===== config.mk =====
export PLATFORM = sky130hd
export DESIGN_NAME = cubemap_direction_to_texel
export DESIGN_NICKNAME = d
export VERILOG_FILES = /design/src/rtl/cdt_pkg.sv /design/src/rtl/cdt_stride.sv /design/src/rtl/cdt_front.sv /design/src/rtl/cdt_queue.sv /design/src/rtl/cdt_back.sv /design/src/rtl/cubemap_direction_to_texel.sv
export SDC_FILE = /design/constraint.sdc
export NUM_CORES = 2
export LEC_CHECK = 0
export BUFFER_PORTS_ARGS = -buffer_cell sky130_fd_sc_hd__buf_2
export CORE_MARGIN = 2
export CORE_UTILIZATION = 53
export CTS_BUF_LIST = sky130_fd_sc_hd__clkbuf_2 sky130_fd_sc_hd__clkbuf_4 sky130_fd_sc_hd__clkbuf_8
export DETAILED_ROUTE_END_ITERATION = 10
export PLACE_DENSITY = 0.69
export REMOVE_ABC_BUFFERS = 1
export SYNTH_ARGS = -nofsm -noshare
export SYNTH_HDL_FRONTEND = slang
export SYNTH_HIERARCHICAL = 1
export SYNTH_SLANG_ARGS = --single-unit
export TNS_END_PERCENT = 1

===== constraint.sdc =====
create_clock -name aclk -period 60.2 [get_ports aclk]
set_input_delay 3.01 -clock aclk [delete_from_list [all_inputs] [get_ports aclk]]
set_output_delay 3.01 -clock aclk [all_outputs]
set_load 0.005 [all_outputs]

===== src/rtl/cdt_pkg.sv =====
`default_nettype none
// ----------------------------------------------------------------------------
// cdt_pkg
// Shared types and constants of the cube-map direction to texel block.
// ----------------------------------------------------------------------------
package cdt_pkg;

    localparam int DIR_W     = 16;
    localparam int MAG_W     = 17;
    localparam int FACE_W    = 3;
    localparam int TEX_W     = 10;
    localparam int OFF_W     = 27;
    localparam int RB_W      = 28;
    localparam int CFG_W     = 28;
    localparam int CFG_IDX_W = 2;
    localparam int FW_W      = 11;
    localparam int MIP_W     = 4;
    localparam int TEXEL_SH  = 3;

    localparam int DEF_MAX_FACE_SIZE  = 1024;
    localparam int DEF_MAX_MIP_LEVELS = 11;

    localparam logic [FW_W-1:0]  RST_FACE_W  = FW_W'(256);
    localparam logic [FW_W-1:0]  RST_FACE_H  = FW_W'(256);
    localparam logic [MIP_W-1:0] RST_MIPS    = MIP_W'(1);

    localparam logic [CFG_IDX_W-1:0] REG_FACE_WIDTH     = 2'd0;
    localparam logic [CFG_IDX_W-1:0] REG_FACE_HEIGHT    = 2'd1;
    localparam logic [CFG_IDX_W-1:0] REG_MIP_LEVELS     = 2'd2;
    localparam logic [CFG_IDX_W-1:0] REG_RADIANCE_BYTES = 2'd3;

    localparam logic [FACE_W-1:0] FACE_POS_X = 3'd0;
    localparam logic [FACE_W-1:0] FACE_NEG_X = 3'd1;
    localparam logic [FACE_W-1:0] FACE_POS_Y = 3'd2;
    localparam logic [FACE_W-1:0] FACE_NEG_Y = 3'd3;
    localparam logic [FACE_W-1:0] FACE_POS_Z = 3'd4;
    localparam logic [FACE_W-1:0] FACE_NEG_Z = 3'd5;

    // classified request: numerators already offset by the major magnitude
    typedef struct packed {
        logic [FACE_W-1:0] face;
        logic [MAG_W-1:0]  su;
        logic [MAG_W-1:0]  sv;
        logic [MAG_W-1:0]  mag;
    } item_t;

    typedef struct packed {
        logic              in_range;
        logic [OFF_W-1:0]  offset;
        logic [TEX_W-1:0]  ty;
        logic [TEX_W-1:0]  tx;
        logic [FACE_W-1:0] face;
    } result_t;

    typedef struct packed {
        logic             busy;
        logic [OFF_W-1:0] stride;
    } stride_stat_t;

endpackage
`default_nettype wire


===== src/rtl/cdt_stride.sv =====
`default_nettype none
// ----------------------------------------------------------------------------
// cdt_stride
// Face stride unit: sums size*size*8 over the mip chain, one level a cycle.
// ----------------------------------------------------------------------------
module cdt_stride #(
    parameter int SZW = 11,
    parameter int MLW = 4
) (
    input  wire logic                aclk,
    input  wire logic                aresetn,
    input  wire logic                restart,
    input  wire logic [SZW-1:0]      w_eff,
    input  wire logic [MLW-1:0]      levels,
    output cdt_pkg::stride_stat_t    stat
);

    typedef enum logic [1:0] {ST_LOAD, ST_RUN, ST_DONE} state_t;

    state_t                     state_reg;
    logic [SZW-1:0]             size_reg;
    logic [MLW-1:0]             cnt_reg;
    logic [cdt_pkg::OFF_W-1:0]  acc_reg;
    logic [2*SZW-1:0]           sq;
    logic [cdt_pkg::OFF_W-1:0]  acc_next;
    logic [SZW-1:0]             size_next;

    assign sq        = size_reg * size_reg;
    assign acc_next  = acc_reg + cdt_pkg::OFF_W'({sq, 3'b000});
    assign size_next = (size_reg[SZW-1:1] == '0) ? SZW'(1) : (size_reg >> 1);

    always_ff @(posedge aclk) begin
        if (!aresetn) begin
            state_reg <= ST_LOAD;
            cnt_reg   <= '0;
            acc_reg   <= '0;
            size_reg  <= '0;
        end else if (restart) begin
            state_reg <= ST_LOAD;
        end else begin
            case (state_reg)
                ST_LOAD: begin
                    size_reg  <= w_eff;
                    cnt_reg   <= '0;
                    acc_reg   <= '0;
                    state_reg <= ST_RUN;
                end
                ST_RUN: begin
                    acc_reg  <= acc_next;
                    size_reg <= size_next;
                    cnt_reg  <= cnt_reg + MLW'(1);
                    if (cnt_reg == levels - MLW'(1)) begin
                        state_reg <= ST_DONE;
                    end
                end
                ST_DONE: begin
                    state_reg <= ST_DONE;
                end
                default: begin
                    state_reg <= ST_LOAD;
                end
            endcase
        end
    end

    assign stat.busy   = (state_reg != ST_DONE);
    assign stat.stride = acc_reg;

endmodule
`default_nettype wire


===== src/rtl/cdt_front.sv =====
`default_nettype none
// ----------------------------------------------------------------------------
// cdt_front
// Front end: takes a direction, picks the major axis and face, registers it.
// ----------------------------------------------------------------------------
module cdt_front (
    input  wire logic                        aclk,
    input  wire logic                        aresetn,
    input  wire logic                        hold,
    input  wire logic                        in_valid,
    output logic                             in_ready,
    input  wire logic [cdt_pkg::DIR_W-1:0]   dir_x,
    input  wire logic [cdt_pkg::DIR_W-1:0]   dir_y,
    input  wire logic [cdt_pkg::DIR_W-1:0]   dir_z,
    output logic                             out_valid,
    input  wire logic                        out_ready,
    output cdt_pkg::item_t                   out_item
);

    localparam int SW = cdt_pkg::MAG_W + 1;

    logic                   vld_reg;
    cdt_pkg::item_t         item_reg;
    cdt_pkg::item_t         item_next;
    logic signed [SW-1:0]   sx, sy, sz, nu, nv;
    logic [SW-1:0]          ax, ay, az, m, su, sv;
    logic                   take;

    always_comb begin
        sx = SW'(signed'(dir_x));
        sy = SW'(signed'(dir_y));
        sz = SW'(signed'(dir_z));
        ax = sx[SW-1] ? -sx : sx;
        ay = sy[SW-1] ? -sy : sy;
        az = sz[SW-1] ? -sz : sz;
        if (ax >= ay && ax >= az) begin
            m = ax;
            if (!sx[SW-1]) begin
                item_next.face = cdt_pkg::FACE_POS_X; nu = -sz; nv = -sy;
            end else begin
                item_next.face = cdt_pkg::FACE_NEG_X; nu = sz;  nv = -sy;
            end
        end else if (ay >= az) begin
            m = ay;
            if (!sy[SW-1]) begin
                item_next.face = cdt_pkg::FACE_POS_Y; nu = sx; nv = sz;
            end else begin
                item_next.face = cdt_pkg::FACE_NEG_Y; nu = sx; nv = -sz;
            end
        end else begin
            m = az;
            if (!sz[SW-1]) begin
                item_next.face = cdt_pkg::FACE_POS_Z; nu = sx;  nv = -sy;
            end else begin
                item_next.face = cdt_pkg::FACE_NEG_Z; nu = -sx; nv = -sy;
            end
        end
        su = nu + m;
        sv = nv + m;
        item_next.su  = su[cdt_pkg::MAG_W-1:0];
        item_next.sv  = sv[cdt_pkg::MAG_W-1:0];
        item_next.mag = m[cdt_pkg::MAG_W-1:0];
        // zero vector: +z, numerator 1 over divisor 2 gives size/2
        if (m == '0) begin
            item_next.face = cdt_pkg::FACE_POS_Z;
            item_next.su   = cdt_pkg::MAG_W'(1);
            item_next.sv   = cdt_pkg::MAG_W'(1);
            item_next.mag  = cdt_pkg::MAG_W'(1);
        end
    end

    assign in_ready  = (!vld_reg || out_ready) && !hold;
    assign take      = in_valid && in_ready;
    assign out_valid = vld_reg;
    assign out_item  = item_reg;

    always_ff @(posedge aclk) begin
        if (!aresetn) begin
            vld_reg <= 1'b0;
        end else if (take) begin
            vld_reg <= 1'b1;
        end else if (out_ready) begin
            vld_reg <= 1'b0;
        end
    end

    always_ff @(posedge aclk) begin
        if (take) begin
            item_reg <= item_next;
        end
    end

endmodule
`default_nettype wire


===== src/rtl/cdt_queue.sv =====
`default_nettype none
// ----------------------------------------------------------------------------
// cdt_queue
// Short request queue between front and back end.
// ----------------------------------------------------------------------------
module cdt_queue #(
    parameter int DEPTH = 4
) (
    input  wire logic            aclk,
    input  wire logic            aresetn,
    input  wire logic            wr_valid,
    output logic                 wr_ready,
    input  wire cdt_pkg::item_t  wr_item,
    output logic                 rd_valid,
    input  wire logic            rd_pop,
    output cdt_pkg::item_t       rd_item
);

    localparam int AW = (DEPTH > 1) ? $clog2(DEPTH) : 1;
    localparam int CW = $clog2(DEPTH + 1);

    cdt_pkg::item_t  mem [0:DEPTH-1];
    logic [AW-1:0]   wp_reg, rp_reg;
    logic [CW-1:0]   cnt_reg;
    logic            push, pop;

    assign wr_ready = (cnt_reg != CW'(DEPTH));
    assign rd_valid = (cnt_reg != '0);
    assign push     = wr_valid && wr_ready;
    assign pop      = rd_pop && rd_valid;
    assign rd_item  = mem[rp_reg];

    always_ff @(posedge aclk) begin
        if (push) begin
            mem[wp_reg] <= wr_item;
        end
    end

    always_ff @(posedge aclk) begin
        if (!aresetn) begin
            wp_reg  <= '0;
            rp_reg  <= '0;
            cnt_reg <= '0;
        end else begin
            if (push) begin
                wp_reg <= (wp_reg == AW'(DEPTH - 1)) ? '0 : wp_reg + AW'(1);
            end
            if (pop) begin
                rp_reg <= (rp_reg == AW'(DEPTH - 1)) ? '0 : rp_reg + AW'(1);
            end
            if (push && !pop) begin
                cnt_reg <= cnt_reg + CW'(1);
            end else if (pop && !push) begin
                cnt_reg <= cnt_reg - CW'(1);
            end
        end
    end

endmodule
`default_nettype wire


===== src/rtl/cdt_back.sv =====
`default_nettype none
// ----------------------------------------------------------------------------
// cdt_back
// Back end: scales numerators, divides one quotient bit a stage for u and v,
// clamps, forms the byte offset and range flag.
// ----------------------------------------------------------------------------
module cdt_back #(
    parameter int SZW = 11
) (
    input  wire logic                        aclk,
    input  wire logic                        aresetn,
    input  wire logic                        in_valid,
    output logic                             in_pop,
    input  wire cdt_pkg::item_t              in_item,
    input  wire logic [SZW-1:0]              w_eff,
    input  wire logic [SZW-1:0]              h_eff,
    input  wire logic [cdt_pkg::OFF_W-1:0]   stride,
    input  wire logic [cdt_pkg::RB_W-1:0]    radiance_bytes,
    output logic                             out_valid,
    input  wire logic                        out_ready,
    output cdt_pkg::result_t                 out_res
);

    localparam int QW = SZW;
    localparam int DW = cdt_pkg::MAG_W;
    localparam int NW = cdt_pkg::MAG_W + SZW;
    localparam int OW = cdt_pkg::OFF_W;
    localparam int FW = cdt_pkg::FACE_W;

    logic en;

    logic           vld_reg  [0:QW];
    logic [NW-1:0]  ru_reg   [0:QW];
    logic [NW-1:0]  rv_reg   [0:QW];
    logic [QW-1:0]  qu_reg   [0:QW];
    logic [QW-1:0]  qv_reg   [0:QW];
    logic [DW-1:0]  d_reg    [0:QW];
    logic [FW-1:0]  face_reg [0:QW];

    logic              a_vld_reg, b_vld_reg, c_vld_reg;
    logic [QW-1:0]     a_tx_reg, a_ty_reg;
    logic [2*QW-1:0]   a_row_reg;
    logic [OW-1:0]     a_fs_reg, b_off_reg;
    logic [FW-1:0]     a_face_reg, b_face_reg;
    logic [cdt_pkg::TEX_W-1:0] b_tx_reg, b_ty_reg;
    cdt_pkg::result_t  res_reg;
    logic [QW-1:0]     lim_x, lim_y, tx_c, ty_c;

    assign en        = !c_vld_reg || out_ready;
    assign in_pop    = en && in_valid;
    assign out_valid = c_vld_reg;
    assign out_res   = res_reg;

    always_ff @(posedge aclk) begin
        if (!aresetn) begin
            vld_reg[0] <= 1'b0;
        end else if (en) begin
            vld_reg[0] <= in_valid;
        end
    end

    always_ff @(posedge aclk) begin
        if (en) begin
            ru_reg[0]   <= NW'(in_item.su) * NW'(w_eff);
            rv_reg[0]   <= NW'(in_item.sv) * NW'(h_eff);
            qu_reg[0]   <= '0;
            qv_reg[0]   <= '0;
            d_reg[0]    <= DW'({in_item.mag, 1'b0});
            face_reg[0] <= in_item.face;
        end
    end

    for (genvar i = 0; i < QW; i++) begin : g_div
        localparam int SH = QW - 1 - i;
        logic [NW-1:0] dsh;
        logic          ge_u, ge_v;

        assign dsh  = NW'(d_reg[i]) << SH;
        assign ge_u = (ru_reg[i] >= dsh);
        assign ge_v = (rv_reg[i] >= dsh);

        always_ff @(posedge aclk) begin
            if (!aresetn) begin
                vld_reg[i+1] <= 1'b0;
            end else if (en) begin
                vld_reg[i+1] <= vld_reg[i];
            end
        end

        always_ff @(posedge aclk) begin
            if (en) begin
                ru_reg[i+1]   <= ge_u ? ru_reg[i] - dsh : ru_reg[i];
                rv_reg[i+1]   <= ge_v ? rv_reg[i] - dsh : rv_reg[i];
                qu_reg[i+1]   <= qu_reg[i] | (QW'(ge_u) << SH);
                qv_reg[i+1]   <= qv_reg[i] | (QW'(ge_v) << SH);
                d_reg[i+1]    <= d_reg[i];
                face_reg[i+1] <= face_reg[i];
            end
        end
    end

    assign lim_x = w_eff - QW'(1);
    assign lim_y = h_eff - QW'(1);
    assign tx_c  = (qu_reg[QW] > lim_x) ? lim_x : qu_reg[QW];
    assign ty_c  = (qv_reg[QW] > lim_y) ? lim_y : qv_reg[QW];

    always_ff @(posedge aclk) begin
        if (!aresetn) begin
            a_vld_reg <= 1'b0;
            b_vld_reg <= 1'b0;
            c_vld_reg <= 1'b0;
        end else if (en) begin
            a_vld_reg <= vld_reg[QW];
            b_vld_reg <= a_vld_reg;
            c_vld_reg <= b_vld_reg;
        end
    end

    always_ff @(posedge aclk) begin
        if (en) begin
            a_tx_reg   <= tx_c;
            a_ty_reg   <= ty_c;
            a_row_reg  <= ty_c * w_eff;
            a_fs_reg   <= OW'(face_reg[QW] * stride);
            a_face_reg <= face_reg[QW];

            b_off_reg  <= a_fs_reg
                          + OW'({(2*QW+1)'(a_row_reg) + (2*QW+1)'(a_tx_reg), 3'b000});
            b_tx_reg   <= cdt_pkg::TEX_W'(a_tx_reg);
            b_ty_reg   <= cdt_pkg::TEX_W'(a_ty_reg);
            b_face_reg <= a_face_reg;

            res_reg.face     <= b_face_reg;
            res_reg.tx       <= b_tx_reg;
            res_reg.ty       <= b_ty_reg;
            res_reg.offset   <= b_off_reg;
            res_reg.in_range <= ((cdt_pkg::RB_W'(b_off_reg) + cdt_pkg::RB_W'(8))
                                 <= radiance_bytes);
        end
    end

endmodule
`default_nettype wire


===== src/rtl/cubemap_direction_to_texel.sv =====
`default_nettype none
// ----------------------------------------------------------------------------
// cubemap_direction_to_texel
// Cube-map face selection and texel byte addressing for a direction vector.
// ----------------------------------------------------------------------------
// Takes one direction per cycle while s_tready is high (three signed Q1.15
// components) and returns its face, mip-zero texel column and row, the byte
// offset of the eight-byte texel in a face-major, mip-chained buffer, and
// whether that texel fits in the radiance buffer. Requests pass through the
// front end, the request queue and the back end, where the u and v divisions
// resolve one quotient bit per pipeline stage. After reset and after each write
// of face_width or mip_levels the face stride is rebuilt one mip level a cycle,
// and s_tready stays low until the rebuild is done.
module cubemap_direction_to_texel #(
    parameter int MAX_FACE_SIZE  = cdt_pkg::DEF_MAX_FACE_SIZE,
    parameter int MAX_MIP_LEVELS = cdt_pkg::DEF_MAX_MIP_LEVELS
) (
    input  wire logic                           aclk,
    input  wire logic                           aresetn,
    input  wire logic                           s_tvalid,
    output logic                                s_tready,
    // dir_x, dir_y, dir_z
    input  wire logic [47:0]                    s_tdata,
    output logic                                m_tvalid,
    input  wire logic                           m_tready,
    // face, texel_x, texel_y, byte_offset, in_range, zero pad
    output logic [55:0]                         m_tdata,
    input  wire logic                           cfg_wr_en,
    input  wire logic [cdt_pkg::CFG_IDX_W-1:0]  cfg_index,
    input  wire logic [cdt_pkg::CFG_W-1:0]      cfg_wdata
);

    localparam int SZW = $clog2(MAX_FACE_SIZE + 1);
    localparam int MLW = $clog2(MAX_MIP_LEVELS + 1);

    logic [cdt_pkg::FW_W-1:0]  fw_reg, fh_reg;
    logic [cdt_pkg::MIP_W-1:0] mip_reg;
    logic [cdt_pkg::RB_W-1:0]  rb_reg;
    logic [SZW-1:0]            w_eff, h_eff;
    logic [MLW-1:0]            levels;
    logic                      restart;
    cdt_pkg::stride_stat_t     sstat;
    cdt_pkg::item_t            f_item, q_item;
    cdt_pkg::result_t          res;
    logic                      f_valid, q_ready, q_valid, q_pop;

    always_ff @(posedge aclk) begin
        if (!aresetn) begin
            fw_reg  <= cdt_pkg::RST_FACE_W;
            fh_reg  <= cdt_pkg::RST_FACE_H;
            mip_reg <= cdt_pkg::RST_MIPS;
            rb_reg  <= '0;
        end else if (cfg_wr_en) begin
            case (cfg_index)
                cdt_pkg::REG_FACE_WIDTH:     fw_reg  <= cfg_wdata[cdt_pkg::FW_W-1:0];
                cdt_pkg::REG_FACE_HEIGHT:    fh_reg  <= cfg_wdata[cdt_pkg::FW_W-1:0];
                cdt_pkg::REG_MIP_LEVELS:     mip_reg <= cfg_wdata[cdt_pkg::MIP_W-1:0];
                cdt_pkg::REG_RADIANCE_BYTES: rb_reg  <= cfg_wdata[cdt_pkg::RB_W-1:0];
                default: begin
                end
            endcase
        end
    end

    assign restart = cfg_wr_en && (cfg_index == cdt_pkg::REG_FACE_WIDTH
                                   || cfg_index == cdt_pkg::REG_MIP_LEVELS);

    always_comb begin
        if (fw_reg == '0) begin
            w_eff = SZW'(1);
        end else if (32'(fw_reg) > MAX_FACE_SIZE) begin
            w_eff = SZW'(MAX_FACE_SIZE);
        end else begin
            w_eff = SZW'(fw_reg);
        end
        if (fh_reg == '0) begin
            h_eff = SZW'(1);
        end else if (32'(fh_reg) > MAX_FACE_SIZE) begin
            h_eff = SZW'(MAX_FACE_SIZE);
        end else begin
            h_eff = SZW'(fh_reg);
        end
        if (mip_reg == '0) begin
            levels = MLW'(1);
        end else if (32'(mip_reg) > MAX_MIP_LEVELS) begin
            levels = MLW'(MAX_MIP_LEVELS);
        end else begin
            levels = MLW'(mip_reg);
        end
    end

    cdt_stride #(.SZW(SZW), .MLW(MLW)) u_stride (
        .aclk    (aclk),
        .aresetn (aresetn),
        .restart (restart),
        .w_eff   (w_eff),
        .levels  (levels),
        .stat    (sstat)
    );

    cdt_front u_front (
        .aclk      (aclk),
        .aresetn   (aresetn),
        .hold      (sstat.busy),
        .in_valid  (s_tvalid),
        .in_ready  (s_tready),
        .dir_x     (s_tdata[15:0]),
        .dir_y     (s_tdata[31:16]),
        .dir_z     (s_tdata[47:32]),
        .out_valid (f_valid),
        .out_ready (q_ready),
        .out_item  (f_item)
    );

    cdt_queue #(.DEPTH(4)) u_queue (
        .aclk     (aclk),
        .aresetn  (aresetn),
        .wr_valid (f_valid),
        .wr_ready (q_ready),
        .wr_item  (f_item),
        .rd_valid (q_valid),
        .rd_pop   (q_pop),
        .rd_item  (q_item)
    );

    cdt_back #(.SZW(SZW)) u_back (
        .aclk           (aclk),
        .aresetn        (aresetn),
        .in_valid       (q_valid),
        .in_pop         (q_pop),
        .in_item        (q_item),
        .w_eff          (w_eff),
        .h_eff          (h_eff),
        .stride         (sstat.stride),
        .radiance_bytes (rb_reg),
        .out_valid      (m_tvalid),
        .out_ready      (m_tready),
        .out_res        (res)
    );

    assign m_tdata = {5'b00000, res.in_range, res.offset, res.ty, res.tx, res.face};

`ifndef SYNTH
    a_hold_while_stride: assert property (@(posedge aclk) disable iff (!aresetn)
        sstat.busy |-> !s_tready)
        else $error("request taken while face stride rebuilds");

    a_face_code: assert property (@(posedge aclk) disable iff (!aresetn)
        m_tvalid |-> (m_tdata[2:0] <= cdt_pkg::FACE_NEG_Z))
        else $error("face code out of range");

    a_range_flag: assert property (@(posedge aclk) disable iff (!aresetn)
        m_tvalid |-> (m_tdata[50] ==
            ((cdt_pkg::RB_W'(m_tdata[49:23]) + cdt_pkg::RB_W'(8)) <= rb_reg)))
        else $error("range flag disagrees with offset");

    a_queue_flow: assert property (@(posedge aclk) disable iff (!aresetn)
        (f_valid && !q_ready) |=> f_valid)
        else $error("front request dropped while queue full");
`endif

endmodule
`default_nettype wire

# Word-level counts from Yosys, hierarchy flattened

Memory sizes are Yosys's and may differ from the RTL's. A register that Yosys moved wholly into a read port is not among the register bits.
Cells that the tools add are included.

Add/subtract/negate cells: 39
Multiply operators: 5
$lt $le $gt $ge: 31
Equality and inequality tests: 11
Multiplexer cells: 80
Bitwise gates (word level): 36
Reductions and logical operators: 35

Operator list:

| operator                       | count |
|---|---|
| 2-to-1 mux 28 bit              | 22 |
| 2-to-1 mux 17 bit              | 7 |
| 2-to-1 mux 18 bit              | 5 |
| 2-to-1 mux 11 bit              | 6 |
| >= comparator 28 x 17 -> 1 bit | 2 |
| >= comparator 28 x 18 -> 1 bit | 2 |
| >= comparator 28 x 19 -> 1 bit | 2 |
| >= comparator 28 x 20 -> 1 bit | 2 |
| >= comparator 28 x 21 -> 1 bit | 2 |
| >= comparator 28 x 22 -> 1 bit | 2 |
| >= comparator 28 x 23 -> 1 bit | 2 |
| >= comparator 28 x 24 -> 1 bit | 2 |
| >= comparator 28 x 25 -> 1 bit | 2 |
| >= comparator 28 x 26 -> 1 bit | 2 |
| >= comparator 28 x 27 -> 1 bit | 2 |
| multiplier 17 x 11 -> 28 bit   | 2 |
| subtractor 28 x 17 -> 28 bit   | 2 |
| subtractor 28 x 18 -> 28 bit   | 2 |
| subtractor 28 x 19 -> 28 bit   | 2 |
| subtractor 28 x 20 -> 28 bit   | 2 |
| subtractor 28 x 21 -> 28 bit   | 2 |
| subtractor 28 x 22 -> 28 bit   | 2 |
| subtractor 28 x 23 -> 28 bit   | 2 |
| subtractor 28 x 24 -> 28 bit   | 2 |
| other kinds (62)               | 157 |

Register bits after elaboration: 336
RAM bits: 1404
Bits of input ports: 83
Output and inout port bits: 58
Word-level logic and storage cells: 277
Memories: 8

Memory list:

| name          | words | width | rd ports | clocked after memory_dff | wr ports | RTL line        | text |
|---|---|---|---|---|---|---|---|
| u_back.ru_reg | 12    | 28    | 11       | 0                        | 12       | cdt_back.sv:33  | `logic [NW-1:0] ru_reg [0:QW];` |
| u_back.rv_reg | 12    | 28    | 11       | 0                        | 12       | cdt_back.sv:34  | `logic [NW-1:0] rv_reg [0:QW];` |
| u_queue.mem   | 4     | 54    | 1        | 1                        | 1        | cdt_queue.sv:22 | `cdt_pkg::item_t mem [0:DEPTH-1];` |
| u_back.d_reg  | 12    | 17    | 11       | 0                        | 12       | cdt_back.sv:37  | `logic [DW-1:0] d_reg [0:QW];` |
| u_back.qu_reg | 12    | 11    | 12       | 0                        | 12       | cdt_back.sv:35  | `logic [QW-1:0] qu_reg [0:QW];` |
| u_back.qv_reg | 12    | 11    | 12       | 0                        | 12       | cdt_back.sv:36  | `logic [QW-1:0] qv_reg [0:QW];` |
| +2 memories   | -     | -     | -        | -                        | -        | -               |  |

# Longest topological paths before layout

Depth in word-level cells: 7
Depth in mapped cells: 43
Mapped depth without buffers: 39

# Cells and area by module

The synthesis kept the hierarchy.

Modules (own cells, without submodules):

| module                     | times used | cells each | area an instance (µm²) |
|---|---|---|---|
| cdt_back                   | 1          | 7174       | 78630.4 |
| cdt_queue                  | 1          | 333        | 8279.2 |
| cdt_front                  | 1          | 889        | 7200.7 |
| cdt_stride                 | 1          | 766        | 6313.6 |
| cubemap_direction_to_texel | 1          | 251        | 2283.4 |

# Least setup slack after synthesis

Ideal clock, no wire load.

Kind: input-to-reg
From: in m_tready
To: reg u_queue.cnt_reg[2]
Library setup time: 0.076 ns
Data arrival time: 37.191 ns
Data required time: 60.124 ns
Slack: 22.934 ns
Stages on the path: 11
Path buffers: 1
Path through: nor2b_1 > inv_1 > clkbuf_1 > and2_1 > o31ai_1 > ha_1 > inv_1 > fa_1 > xor2_1 > or3_2 > a21boi_0

Cells in the longest elaborated chain, start to end: 6

Ends and longest elaborated chain:

| item                                                          | RTL line                         | text |
|---|---|---|
| from (decl)                                                   | cubemap_direction_to_texel.sv:25 | `input wire logic m_tready,` |
| logical OR 1 bit *                                            | cdt_back.sv:49                   | `assign en = !c_vld_reg \|\| out_ready;` |
| logical AND 1 bit *                                           | cdt_back.sv:50                   | `assign in_pop = en && in_valid;` |
| named net q_pop                                               | cubemap_direction_to_texel.sv:45 | `logic f_valid, q_ready, q_valid, q_pop;` |
| logical AND 1 bit *                                           | cdt_queue.sv:30                  | `assign pop = rd_pop && rd_valid;` |
| zero test 1 bit                                               | cdt_queue.sv:51                  | `if (push && !pop) begin` |
| logical AND 1 bit                                             | cdt_queue.sv:51                  |  |
| 2-to-1 mux 3 bit / nonzero test 2 bit (equally long branches) | -                                |  |
| to (signal assigned)                                          | cdt_queue.sv:52                  | `cnt_reg <= cnt_reg + CW'(1);` |
| to (signal assigned)                                          | cdt_queue.sv:54                  | `cnt_reg <= cnt_reg - CW'(1);` |
| to (decl)                                                     | cdt_queue.sv:24                  | `logic [CW-1:0] cnt_reg;` |

Mark *: on every way through the listed nets, which the timed path passes. The rest lies on a longest branch.
A chain may end at the register's enable or synchronous reset.

# Final worst setup path

From: in s_tdata[16]
To: reg u_front.item_reg, in the netlist u_front/out_item[49] (data pin)

Cells in the longest elaborated chain, start to end: 6

Ends and longest elaborated chain:

| item                                                          | RTL line                         | text |
|---|---|---|
| from (decl)                                                   | cubemap_direction_to_texel.sv:23 | `input wire logic [47:0] s_tdata,` |
| negator 16 -> 18 bit                                          | cdt_front.sv:34                  | `ay = sy[SW-1] ? -sy : sy;` |
| 2-to-1 mux 18 bit *                                           | cdt_front.sv:34                  |  |
| >= comparator 18 bit (on tied branches)                       | cdt_front.sv:43, cdt_front.sv:36 |  |
| 2-to-1 mux 17 bit (tied with other cells)                     | cdt_front.sv:43                  | `end else if (ay >= az) begin` |
| 2-to-1 mux 17 bit / 2-to-1 mux 18 bit (equally long branches) | cdt_front.sv:36                  | `if (ax >= ay && ax >= az) begin` |
| adder 17 bit / zero test 18 bit (equally long branches)       | cdt_front.sv:58, cdt_front.sv:64 |  |
| to (signal assigned)                                          | cdt_front.sv:89                  | `item_reg <= item_next;` |
| to (decl)                                                     | cdt_front.sv:23                  | `cdt_pkg::item_t item_reg;` |

Every way passes the cells marked *; elsewhere a longest branch is shown, timed or not.

==> results.yml <==
status:
  status: "complete, no violations"
route:
  initialDrtViolationCount: 4949
  routed_wl_um: 253000
  wire_per_inst_um: 20.5
  post-route-drc-count: 0
  viasPerCell: 5.71
  ant_nets: 0
  via_count: 70400
  drt-pass1-iter-count: 6
clocking:
  clk_path_buf_depth: 4
  cts_inserted_buffers: 282
  cts_max_level: 5
  postCtsSetupBuffers: 0
  cts_tree: "yes"
  clock_sinks: 1519
  postCtsResizedCells: 0
  clk_pin_slew_worst_paths_ns: 0.07
  cts_hold_buffers: 0
  cts_root_buf: "clkbuf_8"
  insertion_delay_ns: 1.06
job:
  maxCapViolations: 0
power_and_ir_drop:
  ir_drop_v: 0.0000184
  totalPowerFinal_w: 0.00457
  p_per_area_nw_per_um2: 41.0
  p_leak_nw: 47.2
layout:
  nNetsFinal: 11000
  syn2layout_area_growth_pct: 8.54
  drive_gt1_share_pct: 9.31
  fillers: 16000
global_routing:
  grt_overflow: 0
  grt_max_degree: 177
  grt_util_met3_pct: 3.59
  grt_pass1_wl_um: 395000
  grt_use_met2_pct: 42.8
  antenna_found_initial: 16
  grt.total_usage_pct: 25.6
  grt_pass1_vias: 70200
  met1_usage_pct: 34.7
  grt.busiest_layer: "met2"
critical_path:
  slowest_stage: "or4b_2"
  cp.required_ns: 60.92
  cpMostUsedCell: "a21o_1"
  cp.arrival_ns: 11.58
  cpPeakStageDelay_ns: 0.71
  path_class: "primary input to register"
  cp_max_fo: 33
  critPathCaptureType: "register"
  cp-start-kind: "primary input"
placement:
  numPortBuffers: 135
  gp_congestion: 0.924
  hpwlAfterDp_um: 194000
synthesis:
  syn_avg_cell_area_um2: 10.9
  syn_inst: 9406
  synth.cell_area_um2: 103000
  yosys_warnings: 6
timing:
  setup_viol_count_final: 0
  period_share_pct: 18.0
  tns_ns: 0
  min_period_ns: 10.86
  fin_skew_ns: 0.0908
  maxSlewHeadroom_pct: 11.7
  rsz0062_at_grt: "false"
  slew_violations: 0
  fmax_mhz: 92.1
  worst_slew_pin_slew_ns: 1.33
  finalHoldViolations: 0
min_path:
  hold_path_class: "register to register"
die:
  die-height_um: 444
  die-area_um2: 197000
  num_rows: 161
  start_util_pct: 53.3
  die_x_um: 444
  design.core.area_um2: 192000
  num_io_pins: 141
metrics by stage:
step                      instance area, um^2  std cells  worst slack, ns  utilization (%)  hold slack, ns
final                                  111000      12300            49.34             57.8           0.380
after global routing                   111000      12300            48.88             57.8           0.397
after CTS                              111000      12300            49.48             57.8           0.381
after detailed placement               106000      11900            48.41             55.0           0.405
after global placement                 106000      11900            48.45             55.0           0.400
after floorplan                        101000       9119            32.21                -           0.400
critical path: cells and delay by family:
family | cells | cell delay (ns)
mux | 3 | 0.66
buf+inv | 4 | 0.79
xor+xnor | 1 | 0.29
simple gates | 6 | 2.55
compound gates | 16 | 3.53
fa+ha+maj | 3 | 0.72
power breakdown:
| group | internal [W] | leakage, nW | switching, W |
|---|---|---|---|
| clock | 0.000563 | 2.89 | 0.000429 |
| combinational | 0.000788 | 28.8 | 0.00106 |
| sequential | 0.00152 | 15.5 | 0.000202 |
routing by layer:
layer | vias to the layer above | part of all wire, %
met5 | - | 0.026
met4 | 10 | 3.0
met3 | 420 | 5.0
met2 | 1900 | 48
met1 | 34500 | 44
li1 | 33600 | -
area by class of cell:
type	count	area (um^2)	share of cell area, %
multi-input cells	6651	53200	47.9
flip-flops and latches	1519	44500	40.0
clock buffers	361	4560	4.10
inverters	949	3570	3.21
well taps	2526	3160	2.84
repair buffers	206	1220	1.10
clock inverters	118	971	0.872
diodes	7	17.5	0.0157
layout by cell type, fill, tap and decap left out, types with 35 or more instances in the layout:
cell type and count:
o21ai_1 60, o31ai_1 40, nor2_1 527, clkbuf_4 65, nor4_1 62, a21o_1 205
mux2i_1 76, nand2b_1 78, or3_1 65, xor2_1 263, mux2_2 74, a21oi_1 503
and2_1 274, o21bai_1 49, a31oi_1 55, nand3_1 123, buf_4 71, o21ai_0 368
and3_1 64, edfxtp_1 1410, ha_1 830, dfxtp_1 106, clkinv_2 35, clkinv_1 55
buf_2 134, xnor2_1 412, nor2b_1 163, nand2_1 908, nand4_1 85, nor3_1 155
fa_1 461, clkbuf_8 296, mux4_2 53, inv_1 939, a211oi_1 47, o21a_1 84
a21boi_0 35
path summary, 6_finish.rpt:
check                           slack [ns]                            from                                 end  cells after the start
worst max-delay path                 49.34                     s_tdata[16]  u_front/out_item[49]$_SDFFCE_PP0P_                     33
worst min-delay path                  0.38  u_back/qu_reg[2][31]$_DFFE_PN_      u_back/qu_reg[2][42]$_DFFE_PN_                      0
worst max register to register       50.17         fh_reg[10]$_SDFFE_PN0P_      u_back/a_row_reg[19]$_DFFE_PN_                     36
worst min register to register        0.38  u_back/qu_reg[2][31]$_DFFE_PN_      u_back/qu_reg[2][42]$_DFFE_PN_                      0
No activity file was read; power rests on OpenSTA's default activity.
